### src/stack_with_remove_by_key_macros.svh
// assertion macros for the key stack
`ifndef STACK_WITH_REMOVE_BY_KEY_MACROS_SVH
`define STACK_WITH_REMOVE_BY_KEY_MACROS_SVH

`ifndef SYNTHESIS

// same-cycle implication, checked on every rising edge out of reset
`define SWRK_ASSERT_IMP(lbl, ante, cons) \
    lbl: assert property (@(posedge i_clk) disable iff (!i_rst_n) (ante) |-> (cons)) \
        else $error("swrk assertion failed");

// next-cycle implication
`define SWRK_ASSERT_NXT(lbl, ante, cons) \
    lbl: assert property (@(posedge i_clk) disable iff (!i_rst_n) (ante) |=> (cons)) \
        else $error("swrk assertion failed");

`else

`define SWRK_ASSERT_IMP(lbl, ante, cons)
`define SWRK_ASSERT_NXT(lbl, ante, cons)

`endif

`endif

### src/swrk_pkg.sv
package swrk_pkg;

    localparam int KEY_BITS = 32;

    localparam logic [1:0] CMD_PUSH = 2'd0;
    localparam logic [1:0] CMD_POP  = 2'd1;
    localparam logic [1:0] CMD_LIST = 2'd2;
    localparam logic [1:0] CMD_RETR = 2'd3;

    localparam logic [1:0] ST_OK       = 2'd0;
    localparam logic [1:0] ST_FULL     = 2'd1;
    localparam logic [1:0] ST_EMPTY    = 2'd2;
    localparam logic [1:0] ST_NOTFOUND = 2'd3;

    typedef struct packed {
        logic [1:0]          command;
        logic [KEY_BITS-1:0] key_in;
    } t_cmd;

    typedef struct packed {
        logic [1:0]          status;
        logic [KEY_BITS-1:0] key_out;
        logic                last;
    } t_result;

    // per-cycle move of the whole cell chain
    typedef struct packed {
        logic shift_dn;  // every cell takes the one above, top cell takes the new key
        logic shift_up;  // every cell takes the one below
        logic wrap;      // with shift_up: the tail cell takes the old top key
    } t_cell_ctl;

endpackage

### src/swrk_cell.sv
module swrk_cell
    import swrk_pkg::*;
#(
    parameter int KEY_WIDTH = 32
) (
    input  logic                 i_clk,
    input  t_cell_ctl            i_ctl,
    input  logic                 i_is_tail,
    input  logic [KEY_WIDTH-1:0] i_from_up,
    input  logic [KEY_WIDTH-1:0] i_from_dn,
    input  logic [KEY_WIDTH-1:0] i_wrap_key,
    output logic [KEY_WIDTH-1:0] o_key
);

    logic [KEY_WIDTH-1:0] r_key;
    logic [KEY_WIDTH-1:0] n_key;

    always_comb begin
        n_key = r_key;
        if (i_ctl.shift_dn) begin
            n_key = i_from_up;
        end else if (i_ctl.shift_up) begin
            n_key = (i_ctl.wrap && i_is_tail) ? i_wrap_key : i_from_dn;
        end
    end

    always_ff @(posedge i_clk) begin
        r_key <= n_key;
    end

    assign o_key = r_key;

endmodule

### src/stack_with_remove_by_key.sv
// lifo stack of keys with remove-by-key. the stack is a row of DEPTH cells, cell 0
// holding the top key; push shifts the row down, pop shifts it up. a command is a
// transaction taken when start is high and busy is low. each command produces one
// result (list produces one per held key, top to bottom, last set on the final one),
// shown on o_result for exactly one cycle with o_strobe high, in the cycle after the
// command or the sweep step that made it. the receiver cannot stall: results must be
// taken as they come. push and pop leave busy low and may follow back to back;
// list and retrieve keep busy high for a sweep of one step per held key, since the
// keys rotate one cell per cycle past the top cell, where the single key compare
// sits. on an empty stack every command leaves busy low. keys are KEY_WIDTH bits:
// key_in and key_out each pass on their low bits, zero-extended to fit. entries
// need no clearing after reset.
module stack_with_remove_by_key
    import swrk_pkg::*;
#(
    parameter int DEPTH     = 64,
    parameter int KEY_WIDTH = 32
) (
    input  logic    i_clk,
    input  logic    i_rst_n,
    input  logic    start,
    output logic    busy,
    input  t_cmd    i_cmd,
    output logic    o_strobe,
    output t_result o_result
);

`include "stack_with_remove_by_key_macros.svh"

    localparam int CW = $clog2(DEPTH + 1);

    typedef enum logic [1:0] {
        S_IDLE,
        S_LIST,
        S_RETR
    } t_state;

    t_state               r_state;
    logic [CW-1:0]        r_count;   // keys held
    logic [CW-1:0]        r_left;    // sweep steps still to go
    logic [KEY_WIDTH-1:0] r_key;     // key searched for on retrieve
    logic                 r_found;
    logic                 r_strobe;
    t_result              r_result;

    logic [KEY_WIDTH-1:0] w_key [DEPTH];
    logic [DEPTH-1:0]     w_is_tail;
    logic [KEY_WIDTH-1:0] w_key_in;
    logic [KEY_BITS-1:0]  w_top_out;
    logic [KEY_BITS-1:0]  w_srch_out;
    logic                 w_accept;
    logic                 w_full;
    logic                 w_empty;
    logic                 w_drop;
    logic                 w_push_ok;
    logic                 w_list_end;
    t_cell_ctl            w_ctl;

    assign busy     = (r_state != S_IDLE);
    assign w_accept = start && !busy;
    assign w_full   = (r_count == CW'(DEPTH));
    assign w_empty  = (r_count == '0);
    // retrieve: the first match to reach the top cell is dropped from the ring
    assign w_drop   = (r_state == S_RETR) && !r_found && (w_key[0] == r_key);
    // accepted push that has room
    assign w_push_ok  = w_accept && (i_cmd.command == CMD_PUSH) && !w_full;
    // final step of a list sweep
    assign w_list_end = (r_state == S_LIST) && (r_left == CW'(1));

    // key width against the 32-bit transaction fields
    generate
        if (KEY_WIDTH <= KEY_BITS) begin : g_narrow
            assign w_key_in   = i_cmd.key_in[KEY_WIDTH-1:0];
            assign w_top_out  = {{(KEY_BITS-KEY_WIDTH){1'b0}}, w_key[0]};
            assign w_srch_out = {{(KEY_BITS-KEY_WIDTH){1'b0}}, r_key};
        end else begin : g_wide
            assign w_key_in   = {{(KEY_WIDTH-KEY_BITS){1'b0}}, i_cmd.key_in};
            assign w_top_out  = w_key[0][KEY_BITS-1:0];
            assign w_srch_out = r_key[KEY_BITS-1:0];
        end
    endgenerate

    // chain control
    always_comb begin
        w_ctl = '0;
        case (r_state)
            S_IDLE: begin
                if (w_push_ok) begin
                    w_ctl.shift_dn = 1'b1;
                end
                if (w_accept && (i_cmd.command == CMD_POP) && !w_empty) begin
                    w_ctl.shift_up = 1'b1;
                end
            end
            S_LIST: begin
                // rotate the occupied part: top key goes to the tail
                w_ctl.shift_up = 1'b1;
                w_ctl.wrap     = 1'b1;
            end
            S_RETR: begin
                // rotate, except the matching key, which falls out
                w_ctl.shift_up = 1'b1;
                w_ctl.wrap     = !w_drop;
            end
            default: begin
                w_ctl = '0;
            end
        endcase
    end

    // row of cells
    generate
        for (genvar i = 0; i < DEPTH; i++) begin : g_cell
            logic [KEY_WIDTH-1:0] w_up;
            logic [KEY_WIDTH-1:0] w_dn;

            assign w_is_tail[i] = (r_count == CW'(i + 1));

            if (i == 0) begin : g_first
                assign w_up = w_key_in;
            end else begin : g_mid_up
                assign w_up = w_key[i-1];
            end

            if (i == DEPTH - 1) begin : g_end
                assign w_dn = w_key[i];
            end else begin : g_mid_dn
                assign w_dn = w_key[i+1];
            end

            swrk_cell #(
                .KEY_WIDTH (KEY_WIDTH)
            ) u_cell (
                .i_clk      (i_clk),
                .i_ctl      (w_ctl),
                .i_is_tail  (w_is_tail[i]),
                .i_from_up  (w_up),
                .i_from_dn  (w_dn),
                .i_wrap_key (w_key[0]),
                .o_key      (w_key[i])
            );
        end
    endgenerate

    // state, count and result register
    always_ff @(posedge i_clk) begin
        if (!i_rst_n) begin
            r_state  <= S_IDLE;
            r_count  <= '0;
            r_strobe <= 1'b0;
            r_found  <= 1'b0;
            r_left   <= '0;
        end else begin
            r_strobe <= 1'b0;
            case (r_state)
                S_IDLE: begin
                    if (w_accept) begin
                        r_result.key_out <= '0;
                        r_result.last    <= 1'b1;
                        r_result.status  <= ST_OK;
                        case (i_cmd.command)
                            CMD_PUSH: begin
                                r_strobe <= 1'b1;
                                if (w_full) begin
                                    r_result.status <= ST_FULL;
                                end else begin
                                    r_count <= r_count + 1'b1;
                                end
                            end
                            CMD_POP: begin
                                r_strobe <= 1'b1;
                                if (w_empty) begin
                                    r_result.status <= ST_EMPTY;
                                end else begin
                                    r_result.key_out <= w_top_out;
                                    r_count          <= r_count - 1'b1;
                                end
                            end
                            CMD_LIST: begin
                                if (w_empty) begin
                                    r_strobe        <= 1'b1;
                                    r_result.status <= ST_EMPTY;
                                end else begin
                                    r_left  <= r_count;
                                    r_state <= S_LIST;
                                end
                            end
                            CMD_RETR: begin
                                r_key   <= w_key_in;
                                r_found <= 1'b0;
                                if (w_empty) begin
                                    r_strobe        <= 1'b1;
                                    r_result.status <= ST_NOTFOUND;
                                end else begin
                                    r_left  <= r_count;
                                    r_state <= S_RETR;
                                end
                            end
                            default: begin
                                r_strobe <= 1'b0;
                            end
                        endcase
                    end
                end
                S_LIST: begin
                    // one listed key per cycle, straight from the top cell
                    r_strobe         <= 1'b1;
                    r_result.status  <= ST_OK;
                    r_result.key_out <= w_top_out;
                    r_result.last    <= w_list_end;
                    r_left           <= r_left - 1'b1;
                    if (w_list_end) begin
                        r_state <= S_IDLE;
                    end
                end
                S_RETR: begin
                    if (w_drop) begin
                        r_found <= 1'b1;
                        r_count <= r_count - 1'b1;
                    end
                    r_left <= r_left - 1'b1;
                    if (r_left == CW'(1)) begin
                        // ring is back in order, report the outcome
                        r_strobe      <= 1'b1;
                        r_result.last <= 1'b1;
                        if (r_found || w_drop) begin
                            r_result.status  <= ST_OK;
                            r_result.key_out <= w_srch_out;
                        end else begin
                            r_result.status  <= ST_NOTFOUND;
                            r_result.key_out <= '0;
                        end
                        r_state <= S_IDLE;
                    end
                end
                default: begin
                    r_state <= S_IDLE;
                end
            endcase
        end
    end

    assign o_strobe = r_strobe;
    assign o_result = r_result;

    // the last step of a list sweep strobes the final result and frees the block
    `SWRK_ASSERT_NXT(a_list_end, w_list_end, (r_state == S_IDLE) && o_strobe && o_result.last)

    // an accepted push on a stack that is not full grows it by one
    `SWRK_ASSERT_NXT(a_push_grow, w_push_ok, r_count == CW'($past(r_count) + 1'b1))

    // a retrieve sweep removes at most one key per step, and at most one in total
    `SWRK_ASSERT_IMP(a_one_drop, w_drop, !r_found)

    // a result that is not the last of its command only comes while busy
    `SWRK_ASSERT_IMP(a_mid_busy, o_strobe && !o_result.last, busy)

    // the count never runs past the depth
    `SWRK_ASSERT_IMP(a_cnt_range, 1'b1, r_count <= CW'(DEPTH))

endmodule
### config.mk
export PLATFORM = sky130hd
export DESIGN_NAME = stack_with_remove_by_key
export DESIGN_NICKNAME = d
export VERILOG_FILES = /design/src/swrk_pkg.sv /design/src/swrk_cell.sv /design/src/stack_with_remove_by_key.sv
export VERILOG_INCLUDE_DIRS = /design/src /design/src/src
export SDC_FILE = /design/constraint.sdc
export NUM_CORES = 2
export LEC_CHECK = 0
export BUFFER_PORTS_ARGS = -buffer_cell sky130_fd_sc_hd__buf_2
export CAP_MARGIN = 25
export CORE_MARGIN = 5
export CORE_UTILIZATION = 40
export DETAILED_ROUTE_END_ITERATION = 6
export PLACE_DENSITY = 0.62
export SLEW_MARGIN = 20
export SYNTH_ARGS = -nofsm -noshare
export SYNTH_HDL_FRONTEND = slang
export SYNTH_HIERARCHICAL = 1
export SYNTH_SLANG_ARGS = --single-unit
### constraint.sdc
create_clock -name i_clk -period 24.8 [get_ports i_clk]
set_clock_uncertainty 0.15 [all_clocks]
set_input_delay 1.24 -clock i_clk [delete_from_list [all_inputs] [get_ports i_clk]]
set_output_delay 1.24 -clock i_clk [all_outputs]
set_load 0.02 [all_outputs]
==> results.toml <==
[critical_path]
critPathMaxFanout = 143
path_common_cell = "buf_4"
cp_num_buf_inv = 6
cp_cell_sequence = "xnor2_1 -> nand4_1 -> nor4_2 -> a41oi_2 -> nor2_1 -> nor2_4 -> buf_4 -> buf_12 -> buf_4 -> buf_4 -> buf_4 -> buf_4 -> nand4b_1 -> o311ai_0"
cp.arrival_ns = 8.34
critPathLaunch = "g_cell[0].u_cell/o_key[31]"
critPathCaptureType = "flip-flop"
cp_slowest_cell = "edfxtp_1"
worstSetupPathType = "reg2reg"
cp-start-kind = "flip-flop"
max_stage_delay_ns = 1.05
reg2reg_from = "g_cell[0].u_cell/o_key[31]"
crit_family = "buffers and inverters"
critical_path_required_ns = 25.33

[sta]
relSlewSlack = 0.130
finalCritPeriodShare = 0.315
grt_setup_unrepaired = "no"
fmax_ghz = 0.128
finalHoldViolCount = 0
fin_setup_tns_ns = 0
worst_pin_slew_ns = 1.31
min_period_ns = 7.82
setup_slack_ns = 16.99
drv_slew = 0
setup_viol = 0

[synthesis]
yosysWarnings = 6
seq_area_frac_synth = 0.454
synth-seq-cells = 2133
netlist_instances = 12200
ys_types = 61
synthAdderAreaFrac = 0.00133
synth-xor-area-share = 0.00206
synth-simple-area-share = 0.197
synth_edf_count = 2115
ys.flop_type = "edfxtp_1"
synthMuxAreaShare = 0.000569
ys_async_sr_fraction = 0
synth_compound_area_frac = 0.235
netlist_area_mm2 = 0.141
avgSynthCellArea_um2 = 11.5
syn-num-nets = 12300
synth_top_family_by_area = "compound AO/OA/AOI/OAI gates"

[clock_tree]
cts_resized = 0
cts-hold-fix-buffers = 0
cts-root-buf = "clkbuf_16"
cts_tree = "yes"
numCtsBuffers = 240
post-cts-setup-buffer-count = 0
clkLatencyLatePin_ns = 0.95
clock_path_buffers = 4
htreeDepth = 4
clock_sinks = 2133
clkTransAtPathRegs_ns = 0.07

[die]
io_pins = 74
die_h_um = 603
num_rows = 217
die_area_mm2 = 0.364
core_mm2 = 0.350
initial_core_util = 0.402
die_x_um = 603

[placed_design]
place_ws_ns = 17.06
gp_congestion = 0.812
port_buffers = 73
hpwlAfterDp_um = 258000

[pwr]
total_power_mw = 15.7
swShare = 0.368
irDropWorstVdd_v = 0.0000942
p_seq_frac = 0.453
p_leak_nw = 48.2
p_int_mw = 9.90
power_density_mw_per_mm2 = 105
clkPwrFrac = 0.224
p_sw_mw = 5.76
power_frac_comb = 0.323

[drt]
ant_nets = 0
drc = 0
vias = 101000
totalWireLength_um = 425000
drt_first_iter_violations = 13100
first_pass_iters = 6
avgRoutedWirePerCell_um = 26.2
routed_via_density = 6.25

[min_path]
hold_start = "i_cmd[30]"
worstHoldPathType = "in2reg"

[global_route]
antenna_found_initial = 3
grt_max_degree = 247
grt_pass1_wl_um = 639000
grt_pass1_vias = 95800
grt.total_usage = 0.222
grt_remaining_overflow = 0

[run_status]
status = "finished clean"

[cells_and_area]
syn_to_final_growth_pct = 5.80
nets = 11500
drive_above_1_share = 0.236
post-route-util = 0.425

[flow_run]
max_cap_violations = 0
[worst reg2reg max path: stages (launching register included)]
cell and delay, ns:
edfxtp_1 1.05, xnor2_1 0.21, nand4_1 0.19, nor4_2 0.08, a41oi_2 0.50, nor2_1 0.15
nor2_4 0.47, buf_4 0.81, buf_12 0.57, buf_4 0.84, buf_4 0.65, buf_4 0.75
buf_4 0.76, nand4b_1 0.18, o311ai_0 0.18
[per-stage QoR]
step	hold slack [ns]	area, um^2	std cells
6_report	0.331	149000	16200
3_5_place_dp	0.352	141000	15800
3_3_place_gp	0.341	141000	15800
2_1_floorplan	0.321	141000	12200
5_1_grt	0.303	149000	16200
4_1_cts	0.272	148000	16200
[cell type report]
| class | count | area [um^2] |
|---|---|---|
| antenna | 5 | 12.5 |
| clock buffer | 302 | 6280 |
| clock inverter | 128 | 1060 |
| fill | 32800 | 201000 |
| inverter | 2062 | 7740 |
| multi-input combinational | 6674 | 61400 |
| sequential | 2133 | 63900 |
| tap | 4599 | 5750 |
| timing repair buffer | 311 | 2620 |
[per-layer routing]
| layer | global-route usage | vias up | part of all wire |
|---|---|---|---|
| met4 | 0.0690 | 0 | 0.033 |
| met2 | 0.328 | 4363 | 0.44 |
| met3 | 0.0273 | 599 | 0.075 |
| li1 | - | 44700 | - |
| met1 | 0.336 | 51700 | 0.45 |
| met5 | 0 | - | 0 |
[worst paths after layout]
path / end / slack, ns / cells past startpoint
setup / recovery: g_cell[52].u_cell/o_key[0] / 16.99 / 14
setup reg to reg: g_cell[52].u_cell/o_key[0] / 16.99 / 14
hold reg to reg: r_left[3] / 0.36 / 2
hold / removal: r_key[30] / 0.33 / 1
[synthesized netlist by cell type, drive strengths merged (3+ instances only)]
master | n | area, um^2
nor3 | 9 | 50.1
o311ai | 2048 | 32400
nand3 | 7 | 35.0
or3 | 3 | 18.8
and3 | 35 | 220
inv | 2061 | 7740
and2 | 67 | 579
nand2 | 2107 | 7910
xnor2 | 30 | 263
nand4b | 2048 | 17900
o21a | 3 | 22.5
clkbuf | 539 | 2180
mux2i | 8 | 80.1
xor2 | 3 | 26.3
nand2b | 3 | 18.8
nor2b | 3 | 18.8
dfxtp | 18 | 360
o221a | 4 | 45.0
buf | 840 | 5570
a21oi | 43 | 215
a31oi | 4 | 25.0
edfxtp | 2115 | 63500
or2 | 66 | 413
nor2 | 92 | 345
ha | 15 | 188
o21ai | 39 | 195
nor4 | 3 | 25.0
nand4 | 9 | 56.3
[logic make-up (layout without fill, tap and decap cells)]
family / count (synthesis) / after routing
fa+ha+maj: 15 / 15
buf+inv: 3441 / 2803
simple gates: 4460 / 4460
flops: 2133 / 2133
other cells: 0 / 5
xor+xnor: 33 / 33
mux: 8 / 8
compound gates: 2158 / 2158
[registers in the layout, summed over array words and instances (netlist names)]
| register | count |
|---|---|
| g_cell.u_cell/o_key | 2048 |
| o_result | 35 |
| o_strobe | 1 |
| r_count | 7 |
| r_found | 1 |
| r_key | 32 |
| r_left | 7 |
| r_state | 2 |
[power by group through the flow]
stage | combinational (mW) | sequential [mW] | clock, mW
after floorplan | 3.43 | 6.83 | 0
after global placement | 4.87 | 7.15 | 0
after detailed placement | 4.96 | 7.14 | 0
after CTS | 4.97 | 7.09 | 3.57
after global routing | 5.37 | 7.21 | 3.72
final | 5.05 | 7.10 | 3.51
[cells in the final DEF, fill, tap and decap left out, types with 4 or more instances in the layout]
master,count
inv_1,2061
o311ai_2,1920
buf_4,204
buf_16,10
o21ai_0,6
or2_2,65
and2_4,64
clkinv_2,39
diode_2,5
buf_12,20
nor2_2,63
nand4_1,9
clkbuf_16,242
o311ai_0,128
inv_6,5
mux2i_1,8
clkbuf_1,60
nor2_1,26
buf_2,73
edfxtp_1,2115
a21oi_1,43
and3_1,34
o21ai_1,33
dfxtp_1,18
a31oi_1,4
clkinv_1,64
o221a_2,4
xnor2_1,30
nand4b_1,2048
bufinv_16,18
nor3_1,8
nand2_1,2107
ha_1,14
nand3_1,7
(Power assumes the default switching activity.)
